File: src/rtl/prbu_pkg.sv
package prbu_pkg;

    localparam int ChanW = 8;
    localparam int WideW = 16;
    localparam int OpW   = 5;

    localparam logic [OpW-1:0] OP_CLEAR      = 5'd0;
    localparam logic [OpW-1:0] OP_SRCOVER    = 5'd1;
    localparam logic [OpW-1:0] OP_DSTOVER    = 5'd2;
    localparam logic [OpW-1:0] OP_SRCIN      = 5'd3;
    localparam logic [OpW-1:0] OP_DSTIN      = 5'd4;
    localparam logic [OpW-1:0] OP_SRCOUT     = 5'd5;
    localparam logic [OpW-1:0] OP_DSTOUT     = 5'd6;
    localparam logic [OpW-1:0] OP_SRCATOP    = 5'd7;
    localparam logic [OpW-1:0] OP_DSTATOP    = 5'd8;
    localparam logic [OpW-1:0] OP_XOR        = 5'd9;
    localparam logic [OpW-1:0] OP_PLUS       = 5'd10;
    localparam logic [OpW-1:0] OP_MODULATE   = 5'd11;
    localparam logic [OpW-1:0] OP_SCREEN     = 5'd12;
    localparam logic [OpW-1:0] OP_MULTIPLY   = 5'd13;
    localparam logic [OpW-1:0] OP_DARKEN     = 5'd14;
    localparam logic [OpW-1:0] OP_LIGHTEN    = 5'd15;
    localparam logic [OpW-1:0] OP_DIFFERENCE = 5'd16;
    localparam logic [OpW-1:0] OP_EXCLUSION  = 5'd17;
    localparam logic [OpW-1:0] OP_HARDLIGHT  = 5'd18;
    localparam logic [OpW-1:0] OP_OVERLAY    = 5'd19;
    localparam logic [OpW-1:0] OP_PREMUL     = 5'd20;
    localparam logic [OpW-1:0] OP_SCALE      = 5'd21;
    localparam logic [OpW-1:0] OP_LERP       = 5'd22;

    typedef logic [WideW-1:0] w16_t;

    // Stage 1 products for one channel
    typedef struct packed {
        w16_t s;
        w16_t d;
        w16_t sda;   // s*da
        w16_t dsa;   // d*sa
        w16_t sia;   // s*(255-da)
        w16_t dis;   // d*(255-sa)
        w16_t sd;    // s*d
        w16_t sc;    // s*c
        w16_t dic;   // d*(255-c)
        w16_t hl;    // hard light / overlay body
    } prod_t;

    // divide by 255 approximation, 16-bit wrap
    function automatic w16_t div255(input w16_t v);
        w16_t t;
        t = v + 16'd255;
        return {8'd0, t[15:8]};
    endfunction

endpackage

File: src/rtl/prbu_mul.sv
// Stage 1: all products for one channel
module prbu_mul (
    input  logic                        clk,
    input  logic [prbu_pkg::OpW-1:0]    op,
    input  logic [prbu_pkg::ChanW-1:0]  s,
    input  logic [prbu_pkg::ChanW-1:0]  d,
    input  logic [prbu_pkg::ChanW-1:0]  sa,
    input  logic [prbu_pkg::ChanW-1:0]  da,
    input  logic [prbu_pkg::ChanW-1:0]  cov,
    output prbu_pkg::prod_t             prod_reg
);
    prbu_pkg::prod_t prod_next;
    prbu_pkg::w16_t  s16, d16, sa16, da16, c16, is16, ia16, ic16;
    prbu_pkg::w16_t  two_s, two_d, sel_b;
    logic            sel;

    always_comb
    begin
        s16  = {8'd0, s};
        d16  = {8'd0, d};
        sa16 = {8'd0, sa};
        da16 = {8'd0, da};
        c16  = {8'd0, cov};
        is16 = 16'd255 - sa16;
        ia16 = 16'd255 - da16;
        ic16 = 16'd255 - c16;
        two_s = {s16[14:0], 1'b0};
        two_d = {d16[14:0], 1'b0};
        sel = (op == prbu_pkg::OP_HARDLIGHT) ? (two_s <= sa16) : (two_d <= da16);
        // wrapped body: sel ? 2*s*d : sa*da - 2*(sa-s)*(da-d)
        if (sel)
            sel_b = 16'(two_s * d16);
        else
            sel_b = 16'(sa16 * da16) - 16'({(sa16 - s16), 1'b0} * (da16 - d16));
        prod_next.s   = s16;
        prod_next.d   = d16;
        prod_next.sda = 16'(s16 * da16);
        prod_next.dsa = 16'(d16 * sa16);
        prod_next.sia = 16'(s16 * ia16);
        prod_next.dis = 16'(d16 * is16);
        prod_next.sd  = 16'(s16 * d16);
        prod_next.sc  = 16'(s16 * c16);
        prod_next.dic = 16'(d16 * ic16);
        prod_next.hl  = sel_b;
    end

    always_ff @(posedge clk)
    begin
        prod_reg <= prod_next;
    end
endmodule

File: config.mk
export PLATFORM = sky130hd
export DESIGN_NAME = prbu_mul
export DESIGN_NICKNAME = d
export VERILOG_FILES = /design/src/rtl/prbu_pkg.sv /design/src/rtl/prbu_mul.sv
export SDC_FILE = /design/constraint.sdc
export NUM_CORES = 2
export LEC_CHECK = 0
export BUFFER_PORTS_ARGS = -buffer_cell sky130_fd_sc_hd__buf_2
export CAP_MARGIN = 0
export CELL_PAD_IN_SITES_DETAIL_PLACEMENT = 0
export CELL_PAD_IN_SITES_GLOBAL_PLACEMENT = 1
export CORE_ASPECT_RATIO = 1.2
export CORE_MARGIN = 2
export CORE_UTILIZATION = 25
export DETAILED_ROUTE_END_ITERATION = 16
export GPL_ROUTABILITY_DRIVEN = 0
export PLACE_DENSITY = 0.5
export SYNTH_ARGS = -nofsm -noshare
export SYNTH_HDL_FRONTEND = slang
export SYNTH_SLANG_ARGS = --single-unit
File: constraint.sdc
create_clock -name clk -period 12.56 [get_ports clk]
set_input_delay 1.884 -clock clk [delete_from_list [all_inputs] [get_ports clk]]
set_output_delay 1.884 -clock clk [all_outputs]
set_load 0.01 [all_outputs]
### Word level (Yosys, flattened, before mapping)

Cells that the tools add are included.

| cells by class | value |
|---|---|
| add/sub/neg operators | 6 |
| $mul | 10 |
| magnitude comparators | 2 |
| eq/ne operators | 1 |
| multiplexer cells | 2 |

Operators by type and width:

| cell | count |
|---|---|
| 8-bit by 8-bit multiplier with 16-bit output | 5 |
| 9-bit by 9-bit multiplier with 16-bit output | 3 |
| 8-bit by 8-bit subtractor with 9-bit output (first input constant) | 3 |
| 9-bit by 8-bit less-or-equal comparator with 1-bit output | 2 |
| 8-bit by 8-bit subtractor with 9-bit output | 2 |
| 16-bit by 17-bit multiplier with 15-bit output | 1 |
| 16-bit two-way mux | 1 |
| 16-bit subtractor | 1 |
| 8-bit by 8-bit multiplier with 15-bit output | 1 |
| 5-bit == test (second input constant) | 1 |
| 1-bit two-way mux | 1 |

| word-level totals | value |
|---|---|
| bits in registers | 144 |
| input port bits | 46 |
| output and inout bits | 160 |
| logic and storage cells | 32 |

### Longest topological paths before layout

| depth | value |
|---|---|
| word-level depth | 4 |
| gate-level depth with buffers | 44 |
| mapped depth without buffers | 42 |

### Worst setup path after synthesis

No wires, ideal clock.

| timing path | value |
|---|---|
| kind | input to register |
| from | input sa[0] (netlist name) |
| to | register prod_reg[15] (netlist name) |
| library setup time | 0.121 ns |
| data arrival time | 10.930 ns |
| data required time | 12.439 ns |
| slack | 1.509 ns |
| cell stages on the path | 40 |
| buffers on the path | 2 |
| cell sequence | clkbuf_1 > clkinv_1 > buf_1 > ha_1 > inv_1 > fa_1 > a21oi_1 > o21bai_1 > xnor2_1 > nor2_1 > fa_1 > inv_1 > fa_1 > inv_1 > ha_1 > ha_1 > inv_1 > fa_1 > (+4 left out) > o21ai_0 > a21oi_1 > o21ai_0 > nand2b_1 > xnor2_1 > fa_1 > fa_1 > fa_1 > ha_1 > ha_1 > and3_1 > a21oi_1 > o21ai_0 > o21ai_0 > or2b_2 > a21oi_1 > xnor3_1 > mux2_4 |

RTL lines:

| item | line | RTL |
|---|---|---|
| start, declared | prbu_mul.sv:7 | `input logic [prbu_pkg::ChanW-1:0] sa,` |
| end signal, assigned | prbu_mul.sv:49 | `prod_reg <= prod_next;` |
| end, declared | prbu_mul.sv:10 | `output prbu_pkg::prod_t prod_reg` |

==> results.cfg <==
[synth]
async_flop_share = 0
synth_flop_cell = dfxtp_1
syn_area_per_cell_um2 = 8.778
synth-edff-count = 0
synth.distinct_cells = 54
yosysWarnings = 0
seq_area_frac_synth = 0.1246
synth-seq-cells = 144
netlist_area_um2 = 23140
netlist_instances = 2636

[clock_network]
clkSinkCount = 144
root_buffer = clkbuf_16
cts_resized = 0
holdBufCountCts = 0
clk_pin_slew_ps = 60
clockBufferDepth = 2
post_cts_buffers = 0
cts_tree = done
cts.htree.levels = 4
cts_buffers = 17

[critical_path]
crit_end = prod_reg[15]$_DFF_P_
crit_path_frequent_cell = fa_1
end_kind = flip-flop
crit_required_ps = 12940
cp-startpoint = sa[0]
max_stage_delay_ps = 640
crit_slowest_cell = xnor2_1
cp.arrival_ps = 11440
worstSetupPathType = primary input to flip-flop
cp-start-kind = primary input
crit_fanout = 10

[floorplan]
die_area_um2 = 95020
ioPinCount = 206
rows = 122
fp.dieW_um = 281.7
start_util = 0.2514
fp.dieH_um = 337.3
core_area_um2 = 92050

[global_routing]
antenna_found_initial = 5
grt_pass1_vias = 19391
grt_first_pass_wirelength_um = 115300
grt_max_degree = 35
gr-usage-all-layers = 0.1623
grt_overflow_total = 0

[cells_and_area]
mostFrequentLayoutCells = inv_1, fa_1, ha_1
drive_gt1_frac = 0.1068
largest_reg_flops = 144
syn_to_final_growth_pct = 13.12
layout_commonest_cell = inv_1
fill_cells = 9877
fin_nets = 3587

[drt]
vias = 17365
drt_iter0_drc = 742
wl_per_cell_um = 18.08
postRouteAntennaNets = 0
drc = 0
drtPass1Iterations = 5
wirelength_um = 73420
post_drt_via_cell_ratio = 4.277

[timing]
fmax_mhz = 90.45
final_max_slew_viol_count = 0
finalSetupViolations = 0
setup_tns_ps = 0
finalHoldViolCount = 0
min_period_ps = 11060
maxSlewHeadroom = 0.2125
min_period_over_period = 0.8803
worst_pin_slew_ps = 1177
rsz0062_at_grt = false
setup_ws_ps = 1504

[flow_run]
maxCapViolCount = 0

[worst_hold_path]
hold_class = primary input to flip-flop

[status]
status = completed

[placement]
dp_hpwl_um = 58970
pre_cts_ws_ps = 972.2
port_buffers = 189
[metrics by stage]
stage,utilization,instances,hold slack [ps],area (um2)
6_report,0.2844,4060,1766,26180
5_1_grt,0.2843,4058,1754,26170
4_1_cts,0.2843,4058,1725,26170
3_5_place_dp,0.2784,4026,2276,25630
3_3_place_gp,0.2784,4026,2263,25630
2_1_floorplan,-,2651,1912,23200
[cells in the mapped netlist, drive strengths merged (3+ instances only)]
cell type / n / share of area
ha: 365 / 0.20
nand2b: 37 / 0.010
o21a: 6 / 0.0019
or2: 9 / 0.0024
a21o: 23 / 0.0075
nor2: 335 / 0.054
a21boi: 17 / 0.0055
or3: 5 / 0.0014
nor2b: 37 / 0.010
nand2: 237 / 0.039
and2: 61 / 0.016
o41ai: 3 / 0.0011
xnor2: 94 / 0.037
nor3: 19 / 0.0041
buf: 27 / 0.0070
mux2: 6 / 0.0031
and3: 4 / 0.0011
clkbuf: 79 / 0.013
a21oi: 63 / 0.014
nor4: 4 / 0.0011
inv: 561 / 0.091
xor2: 26 / 0.0098
nand3: 5 / 0.0011
nand4: 3 / 0.00081
fa: 371 / 0.32
dfxtp: 144 / 0.12
clkinv: 9 / 0.0015
o21bai: 4 / 0.0013
o21ai: 60 / 0.013
[kinds of logic (layout without fill, tap and decap cells)]
group,Yosys count,after routing,share of synthesized area
xor+xnor,121,121,0.04769
buf+inv,676,843,0.1123
flops,144,144,0.1246
other cells,1,18,0.0001621
compound gates,187,187,0.04915
mux,6,6,0.003082
fa+ha+maj,736,736,0.5183
simple gates,765,765,0.1447
[routing by layer]
| layer | vias up | share of wire | global-route usage |
|---|---|---|---|
| li1 | 8227 | - | - |
| met1 | 8742 | 0.44 | 0.2028 |
| met2 | 334 | 0.50 | 0.2884 |
| met3 | 60 | 0.031 | 0.02053 |
| met4 | 2 | 0.026 | 0.05138 |
| met5 | - | 0.00018 | 0 |
[critical path: cells and delay by family]
family | cells | cell delay, ps
buf+inv | 7 | 520
compound gates | 10 | 1530
xor+xnor | 3 | 1050
simple gates | 4 | 760
mux | 1 | 260
fa+ha+maj | 14 | 5420
[cell type report]
| cell class | count | area (um2) | area share |
|---|---|---|---|
| antenna | 2 | 5.005 | 0.0001912 |
| clock buffer | 19 | 432.9 | 0.01654 |
| sequential | 144 | 2883 | 0.1101 |
| timing repair buffer | 241 | 1336 | 0.05105 |
| tap | 1240 | 1551 | 0.05927 |
| inverter | 570 | 2140 | 0.08174 |
| multi-input combinational | 1831 | 17720 | 0.6768 |
| clock inverter | 13 | 112.6 | 0.004302 |
[worst min-delay path by stage]
stage	to	slack (ps)	from	cells after the start
after detailed placement	prod_reg[85]	2280	prod_reg[85]$_DFF_P_	1
after floorplan	prod_reg[128]$_DFF_P_	1910	d[0]	0
after CTS	prod_reg[64]$_DFF_P_	1720	sa[0]	2
after global placement	prod_reg[64]$_DFF_P_	2260	sa[0]	2
after global routing	prod_reg[130]$_DFF_P_	1750	d[2]	2
final	prod_reg[64]$_DFF_P_	1770	sa[0]	2
Power is not shown: default switching activity piles up to over one toggle a cycle in this logic, so the estimate is an artifact.
