## config.mk

```make
export PLATFORM = sky130hd
export DESIGN_NAME = prbu_comb
export DESIGN_NICKNAME = d
export VERILOG_FILES = /design/src/rtl/prbu_pkg.sv /design/src/rtl/prbu_comb.sv
export SDC_FILE = /design/constraint.sdc
export NUM_CORES = 1
export LEC_CHECK = 0
export BUFFER_PORTS_ARGS = -buffer_cell sky130_fd_sc_hd__buf_2
export CAP_MARGIN = 20
export CORE_MARGIN = 2
export CORE_UTILIZATION = 40
export CTS_CLUSTER_DIAMETER = 30
export DETAILED_ROUTE_END_ITERATION = 10
export GPL_ROUTABILITY_DRIVEN = 0
export PLACE_DENSITY_LB_ADDON = 0.3
export SKIP_CTS_REPAIR_TIMING = 1
export SLEW_MARGIN = 25
export SYNTH_ARGS = -nofsm -noshare
export SYNTH_HDL_FRONTEND = slang
export SYNTH_SLANG_ARGS = --single-unit
```

## constraint.sdc

```tcl
create_clock -name clk -period 6.3 [get_ports clk]
set_clock_uncertainty 0.15 [all_clocks]
set_input_delay 0.315 -clock clk [delete_from_list [all_inputs] [get_ports clk]]
set_output_delay 0.315 -clock clk [all_outputs]
set_load 0.005 [all_outputs]
```

## src/rtl/prbu_pkg.sv

```systemverilog
package prbu_pkg;

    localparam int ChanW = 8;
    localparam int WideW = 16;
    localparam int OpW   = 5;

    localparam logic [OpW-1:0] OP_CLEAR      = 5'd0;
    localparam logic [OpW-1:0] OP_SRCOVER    = 5'd1;
    localparam logic [OpW-1:0] OP_DSTOVER    = 5'd2;
    localparam logic [OpW-1:0] OP_SRCIN      = 5'd3;
    localparam logic [OpW-1:0] OP_DSTIN      = 5'd4;
    localparam logic [OpW-1:0] OP_SRCOUT     = 5'd5;
    localparam logic [OpW-1:0] OP_DSTOUT     = 5'd6;
    localparam logic [OpW-1:0] OP_SRCATOP    = 5'd7;
    localparam logic [OpW-1:0] OP_DSTATOP    = 5'd8;
    localparam logic [OpW-1:0] OP_XOR        = 5'd9;
    localparam logic [OpW-1:0] OP_PLUS       = 5'd10;
    localparam logic [OpW-1:0] OP_MODULATE   = 5'd11;
    localparam logic [OpW-1:0] OP_SCREEN     = 5'd12;
    localparam logic [OpW-1:0] OP_MULTIPLY   = 5'd13;
    localparam logic [OpW-1:0] OP_DARKEN     = 5'd14;
    localparam logic [OpW-1:0] OP_LIGHTEN    = 5'd15;
    localparam logic [OpW-1:0] OP_DIFFERENCE = 5'd16;
    localparam logic [OpW-1:0] OP_EXCLUSION  = 5'd17;
    localparam logic [OpW-1:0] OP_HARDLIGHT  = 5'd18;
    localparam logic [OpW-1:0] OP_OVERLAY    = 5'd19;
    localparam logic [OpW-1:0] OP_PREMUL     = 5'd20;
    localparam logic [OpW-1:0] OP_SCALE      = 5'd21;
    localparam logic [OpW-1:0] OP_LERP       = 5'd22;

    typedef logic [WideW-1:0] w16_t;

    // Stage 1 products for one channel
    typedef struct packed {
        w16_t s;
        w16_t d;
        w16_t sda;   // s*da
        w16_t dsa;   // d*sa
        w16_t sia;   // s*(255-da)
        w16_t dis;   // d*(255-sa)
        w16_t sd;    // s*d
        w16_t sc;    // s*c
        w16_t dic;   // d*(255-c)
        w16_t hl;    // hard light / overlay body
    } prod_t;

    // divide by 255 approximation, 16-bit wrap
    function automatic w16_t div255(input w16_t v);
        w16_t t;
        t = v + 16'd255;
        return {8'd0, t[15:8]};
    endfunction

endpackage

```

## src/rtl/prbu_comb.sv

```systemverilog
// Stages 2 and 3: sum and divide, then final add/sub and saturate
module prbu_comb (
    input  logic                        clk,
    input  logic [prbu_pkg::OpW-1:0]    op,
    input  logic                        alpha_lane,
    input  prbu_pkg::prod_t             prod,
    input  prbu_pkg::prod_t             prod_a,
    output logic [prbu_pkg::OpW-1:0]    op_reg,
    output logic [prbu_pkg::ChanW-1:0]  res_reg
);
    prbu_pkg::w16_t  pre_next, pre_reg, sd_sum_next, sd_sum_reg;
    prbu_pkg::w16_t  res;
    prbu_pkg::w16_t  mnv, mxv;
    logic [prbu_pkg::OpW-1:0] eop;

    // separable modes use source-over on alpha
    always_comb
    begin
        eop = op;
        if (alpha_lane && op >= prbu_pkg::OP_DARKEN && op <= prbu_pkg::OP_OVERLAY)
            eop = prbu_pkg::OP_SRCOVER;
        mnv = (prod.sda < prod.dsa) ? prod.sda : prod.dsa;
        mxv = (prod.sda > prod.dsa) ? prod.sda : prod.dsa;
        sd_sum_next = prod.s + prod.d;
        case (eop)
            prbu_pkg::OP_CLEAR:      pre_next = '0;
            prbu_pkg::OP_SRCOVER:    pre_next = prod.s + prbu_pkg::div255(prod.dis);
            prbu_pkg::OP_DSTOVER:    pre_next = prod.d + prbu_pkg::div255(prod.sia);
            prbu_pkg::OP_SRCIN:      pre_next = prbu_pkg::div255(prod.sda);
            prbu_pkg::OP_DSTIN:      pre_next = prbu_pkg::div255(prod.dsa);
            prbu_pkg::OP_SRCOUT:     pre_next = prbu_pkg::div255(prod.sia);
            prbu_pkg::OP_DSTOUT:     pre_next = prbu_pkg::div255(prod.dis);
            prbu_pkg::OP_SRCATOP:    pre_next = prbu_pkg::div255(prod.sda + prod.dis);
            prbu_pkg::OP_DSTATOP:    pre_next = prbu_pkg::div255(prod.dsa + prod.sia);
            prbu_pkg::OP_XOR:        pre_next = prbu_pkg::div255(prod.sia + prod.dis);
            prbu_pkg::OP_PLUS:       pre_next = '0;
            prbu_pkg::OP_MODULATE:   pre_next = prbu_pkg::div255(prod.sd);
            prbu_pkg::OP_SCREEN:     pre_next = prbu_pkg::div255(prod.sd);
            prbu_pkg::OP_MULTIPLY:
                pre_next = prbu_pkg::div255(prod.sia + prod.dis + prod.sd);
            prbu_pkg::OP_DARKEN:     pre_next = prbu_pkg::div255(mxv);
            prbu_pkg::OP_LIGHTEN:    pre_next = prbu_pkg::div255(mnv);
            prbu_pkg::OP_DIFFERENCE: pre_next = prbu_pkg::div255(mnv);
            prbu_pkg::OP_EXCLUSION:  pre_next = prbu_pkg::div255(prod.sd);
            prbu_pkg::OP_HARDLIGHT,
            prbu_pkg::OP_OVERLAY:
                pre_next = prbu_pkg::div255(prod.sia + prod.dis + prod.hl);
            prbu_pkg::OP_PREMUL:
                pre_next = alpha_lane ? prod.s : prbu_pkg::div255(prod_a.dsa);
            prbu_pkg::OP_SCALE:      pre_next = prbu_pkg::div255(prod.sc);
            prbu_pkg::OP_LERP:       pre_next = prbu_pkg::div255(prod.dic + prod.sc);
            default:                 pre_next = prod.s;
        endcase
    end

    always_ff @(posedge clk)
    begin
        pre_reg    <= pre_next;
        sd_sum_reg <= sd_sum_next;
        op_reg     <= eop;
    end

    // stage 3 final combine
    always_comb
    begin
        case (op_reg)
            prbu_pkg::OP_PLUS:
                res = (sd_sum_reg < 16'd255) ? sd_sum_reg : 16'd255;
            prbu_pkg::OP_SCREEN,
            prbu_pkg::OP_DARKEN,
            prbu_pkg::OP_LIGHTEN:    res = sd_sum_reg - pre_reg;
            prbu_pkg::OP_DIFFERENCE,
            prbu_pkg::OP_EXCLUSION:  res = sd_sum_reg - {pre_reg[14:0], 1'b0};
            default:                 res = pre_reg;
        endcase
    end

    always_ff @(posedge clk)
    begin
        res_reg <= (res > 16'd255) ? 8'd255 : res[7:0];
    end
endmodule

```

# --- Word level (Yosys, flattened, before mapping) ---
# Index checks and enable logic that the tools add are counted.
classes:
  n_mux: 7
  add_sub_neg: 26
  magnitude_cmp: 6
  eq_ne: 28
  n_reduce_logical: 9
op_table:
  columns: ["op", "n"]
  rows:
  - ["16-bit case mux with 18 select lines", 1]
  - ["16-bit by 8-bit adder with 16-bit output (second input constant)", 15]
  - ["16-bit adder", 7]
  - ["16-bit 2-to-1 mux", 4]
  - ["5-bit by 4-bit equality test with 1-bit output (second input constant)", 12]
  - ["16-bit case mux with 3 select lines", 1]
  - ["5-bit equality test (second input constant)", 9]
  - ["16-bit by 8-bit adder with 16-bit output", 2]
  - ["16-bit subtractor", 2]
  - ["5-bit by 3-bit equality test with 1-bit output (second input constant)", 4]
  - ["16-bit > comparator", 1]
  - ["16-bit by 8-bit > comparator with 1-bit output (second input constant)", 1]
  - ["16-bit less-than comparator", 1]
  - ["16-bit by 8-bit less-than comparator with 1-bit output (second input constant)", 1]
  - ["5-bit by 2-bit equality test with 1-bit output (second input constant)", 2]
  - ["2-bit OR reduction", 4]
  - ["3-bit OR reduction", 2]
  - ["5-bit by 1-bit equality test with 1-bit output (second input constant)", 1]
  - ["5-bit by 4-bit greater-or-equal comparator with 1-bit output (second input constant)", 1]
  - ["5-bit less-or-equal comparator (second input constant)", 1]
  - ["5-bit logical NOT", 1]
  - ["5-bit 2-to-1 mux", 1]
  - ["1-bit logical AND", 2]
word_totals:
  input_bits: 327
  regBits: 45
  wordCells: 80
  out_inout_bits: 13

# --- Logic depth before layout (Yosys ltp) ---
logic_depth:
  depth_word: 7
  mapped_depth: 19
  mapped_depth_nobuf: 19

# --- Worst setup path after synthesis ---
# OpenSTA, ideal clock, no wires.
synth_timing:
  path_type: "input -> register"
  from: "input prod[64] in the netlist's numbering"
  to: "register pre_reg[6]"
  path_buffers: 0
  path_stages: 18
  setup_time_ns: 0.142
  path_slack_ns: 2.073
  required_time_ns: 6.008
  t_arrival_ns: 3.935
  cell_sequence: "ha_1 > fa_1 > a211o_1 > a211oi_1 > o21bai_1 > a211o_1 > and2_1 > ha_1 > ha_1 > a2111oi_0 > o21ai_0 > nand4_1 > nand3_1 > nand3_1 > xor2_1 > o22ai_1 > a2111oi_0 > o311ai_1"
synth_via:
  elab_chain_cells: 4
  elab_cells_between_ends: 11
  cone_classes: "add/sub (10); mux (1)"
synth_rtl:
  columns: ["item", "line", "text"]
  rows:
  - ["start, declared", "prbu_comb.sv:6", "input prbu_pkg::prod_t prod,"]
  - ["16-bit adder", "prbu_comb.sv:35, prbu_comb.sv:40, prbu_comb.sv:47", null]
  - ["16-bit adder, on equally long branches", "prbu_comb.sv:47, prbu_comb.sv:40", null]
  - ["16-bit by 8-bit adder with 16-bit output", "prbu_pkg.sv:50", "t = v + 16'd255;"]
  - ["16-bit case mux with 18 select lines *", "prbu_comb.sv:25", "case (eop)"]
  - ["net pre_next[6]", "prbu_comb.sv:11", "prbu_pkg::w16_t pre_next, pre_reg, sd_sum_next, sd_sum_reg;"]
  - ["end signal, assigned", "prbu_comb.sv:58", "pre_reg <= pre_next;"]
  - ["end, declared", "prbu_comb.sv:11", null]
# Mark *: on every way through the listed nets, which the timed path passes. The rest lies on a longest branch.
# A chain may end at the register's enable or synchronous reset.

# --- Final worst setup path ---
layout_timing:
  from: "input prod[80] in the netlist's numbering"
  to: "register pre_reg[6]"
# Same word-level chain as after synthesis.

==> flow_metrics.tcl <==
set metrics [dict create \
    layout.nets 2228 \
    die_w_um 170 \
    crit_chain "buf_2 -> ha_1 -> fa_1 -> a211o_1 -> a211oi_1 -> o21bai_1 -> a211o_1 -> and2_1 -> ha_1 -> ha_1 -> a2111oi_0 -> o21ai_0 -> nand4_1 -> nand3_1 -> nand3_1 -> xor2_1 -> o22ai_1 -> a2111oi_0 -> o311ai_1" \
    synth_compound_area_share_pct 27.0 \
    hold_viol 0 \
    synth_edf_count 0 \
    cts.path.max_buffers 2 \
    drv_cap 0 \
    htreeDepth 2 \
    drt-total-wl_um 35900 \
    rows 60 \
    dp_hpwl_um 31300 \
    vdd_drop_max_v 0.000109 \
    crit_start "prod[80]" \
    tritoncts "yes" \
    yosys-top-cells-count "ha_1, inv_1, nand2_1" \
    dpl-instance-area_sq_um 12400 \
    synthFlopType "dfxtp_1" \
    critical-path-slowest-cell "a2111oi_0" \
    grt_pass1_wl_um 56000 \
    fin_ws_ns 1.42 \
    wl_per_cell_um 17.8 \
    cpLargestDelayFamily "compound AO/OA/AOI/OAI gates" \
    synth_top_area_share_pct 25.6 \
    die_h_um 170 \
    die_area_sq_um 29000 \
    grtUsageTotal_pct 24.3 \
    synth_xor_area_share_pct 9.27 \
    rsz0062_at_grt "false" \
    finalSetupViolations 0 \
    endpoint_kind "flip-flop" \
    vias_per_cell 5.80 \
    hold_start "prod[128]" \
    r2r_start "pre_reg[0]" \
    final_area_sq_um 12500 \
    post_synth_num_cell_types 92 \
    ys_ff_latch 45 \
    critical_path_class "input port to flip-flop" \
    syn_inst 1483 \
    antenna_found_initial 5 \
    syn_nets 2042 \
    period_needed_ns 4.88 \
    root_buffer "clkbuf_16" \
    muxShareOfSynthArea_pct 0.837 \
    cp_slowest_stage_delay_ns 0.54 \
    area_growth_pct 13.5 \
    grt_overflow 0 \
    synth_most_common_cell "ha_1" \
    clkSlewWorstSetupHoldPaths_ns 0.06 \
    synthArstFlopShare_pct 0 \
    synth.largest_area_cell "ha_1" \
    max_slew.worst_pin.slew_ns 0.955 \
    finalSetupTns_ns 0 \
    ioPinCount 340 \
    status "finished clean" \
    slew_violations 0 \
    hold-worst-slack_ns 0.182 \
    fin_crit_sh_pct 77.5 \
    grt_pass1_vias 10885 \
    netlist_area_sq_um 11100 \
    critPathBufInv 1 \
    max_freq_mhz 205 \
    ys_top_cells_by_area "ha_1, dfxtp_1, inv_1, xnor2_1, xor2_1" \
    crit_path_frequent_cell "ha_1" \
    io_buffers 195 \
    grt.met2_usage_pct 40.5 \
    synth_top_family_by_area "compound AO/OA/AOI/OAI gates" \
    ant_nets 0 \
    firstDrtPassIters 6 \
    start_kind "input port" \
    dpl_worst_slack_ns 1.28 \
    drive_above_1_share_pct 14.5 \
    yosysSeqAreaShare_pct 8.15 \
    grt-busiest-layer "met2" \
    grt_max_degree 23 \
    hp-class "input port to flip-flop" \
    met1_usage_pct 30.4 \
    relSlewSlack_pct 35.5 \
    worstPathArrival_ns 4.87 \
    power_density_nw_per_um2 182 \
    avgSynthCellArea_sq_um 7.45 \
    critical_path.max_fanout 3 \
    core_area_sq_um 27000 \
    use_met3_pct 3.37 \
    drt_iter0_drc 867 \
    yosys.area_share.adder_pct 26.7 \
    required_ns 6.29 \
    p_leak_nw 6.09 \
    total_power_mw 2.29 \
    initial_core_util_pct 40.9 \
    drc 0 \
    numCtsBuffers 5 \
    ys_warn_count 0 \
    route.vias.total 11687 \
    synthSimpleGateAreaFrac_pct 20.3 \
    clock_sinks 45 \
    clk_latency_ns 0.29 \
]
-- area by class of cell --
class / count / area (sq um)
Antenna cell: 3 / 7.51
Multi-Input combinational cell: 1210 / 9290
Inverter: 208 / 781
Clock inverter: 2 / 10.0
Fill cell: 2768 / 14500
Sequential cell: 45 / 901
Timing Repair Buffer: 199 / 1010
Clock buffer: 6 / 129
Tap cell: 341 / 427
-- per-stage QoR --
stage / instances / utilization [%]
after floorplan: 1483 / -
after global placement: 2003 / 45.9
after detailed placement: 2003 / 45.9
after CTS: 2011 / 46.4
after global routing: 2012 / 46.4
final: 2014 / 46.4
-- routing by layer --
metal / share of wire [%] / up-vias / wire [um]
met1: 44 / 5301 / 15700
li1: - / 5806 / -
met5: 0.019 / - / 7
met4: 6.0 / 2 / 2140
met3: 6.2 / 124 / 2240
met2: 44 / 454 / 15800
-- cells by family (layout without fill, tap and decap cells) --
| family | Yosys count | in the layout |
|---|---|---|
| multiplexers | 9 | 9 |
| XOR/XNOR | 117 | 117 |
| AND/OR/NAND/NOR | 432 | 432 |
| AO/OA/AOI/OAI | 420 | 420 |
| other | 0 | 3 |
| flip-flops | 45 | 45 |
| adder cells (fa/ha/maj) | 232 | 232 |
| buffers and inverters | 228 | 415 |
-- placed cells by master (no fill, tap or decap), types with 8 or more instances in the layout --
cell,instances
a211oi_1,22
a21boi_0,9
a21o_1,31
a21oi_1,74
a221o_1,9
a22oi_1,12
a31oi_1,17
and2_1,17
and3_1,17
buf_2,195
dfxtp_1,45
ha_1,226
inv_1,208
nand2_1,99
nand2b_1,14
nand3_1,41
nand4_1,15
nor2_1,91
nor2b_1,15
nor3_1,45
nor3b_1,11
nor4_1,20
o2111ai_1,10
o211ai_1,19
o21a_1,25
o21ai_0,73
o21bai_1,11
o22ai_1,9
o31ai_1,16
or2_2,8
or3_1,9
xnor2_1,68
xor2_1,49
-- path summary, 6_finish.rpt --
| path | slack, ns | cells after the start | to |
|---|---|---|---|
| setup / recovery | 1.42 | 19 | pre_reg[6] |
| setup reg to reg | 2.60 | 12 | res_reg[0] |
| hold / removal | 0.18 | 2 | sd_sum_reg[0] |
| hold reg to reg | 0.40 | 2 | res_reg[2] |
-- where the power goes --
group / switching (mW) / internal, mW
Sequential: 0.0441 / 0.334
Clock: 0.0999 / 0.145
Combinational: 0.953 / 0.711
Note: power is estimated with default switching activity, not from simulation.
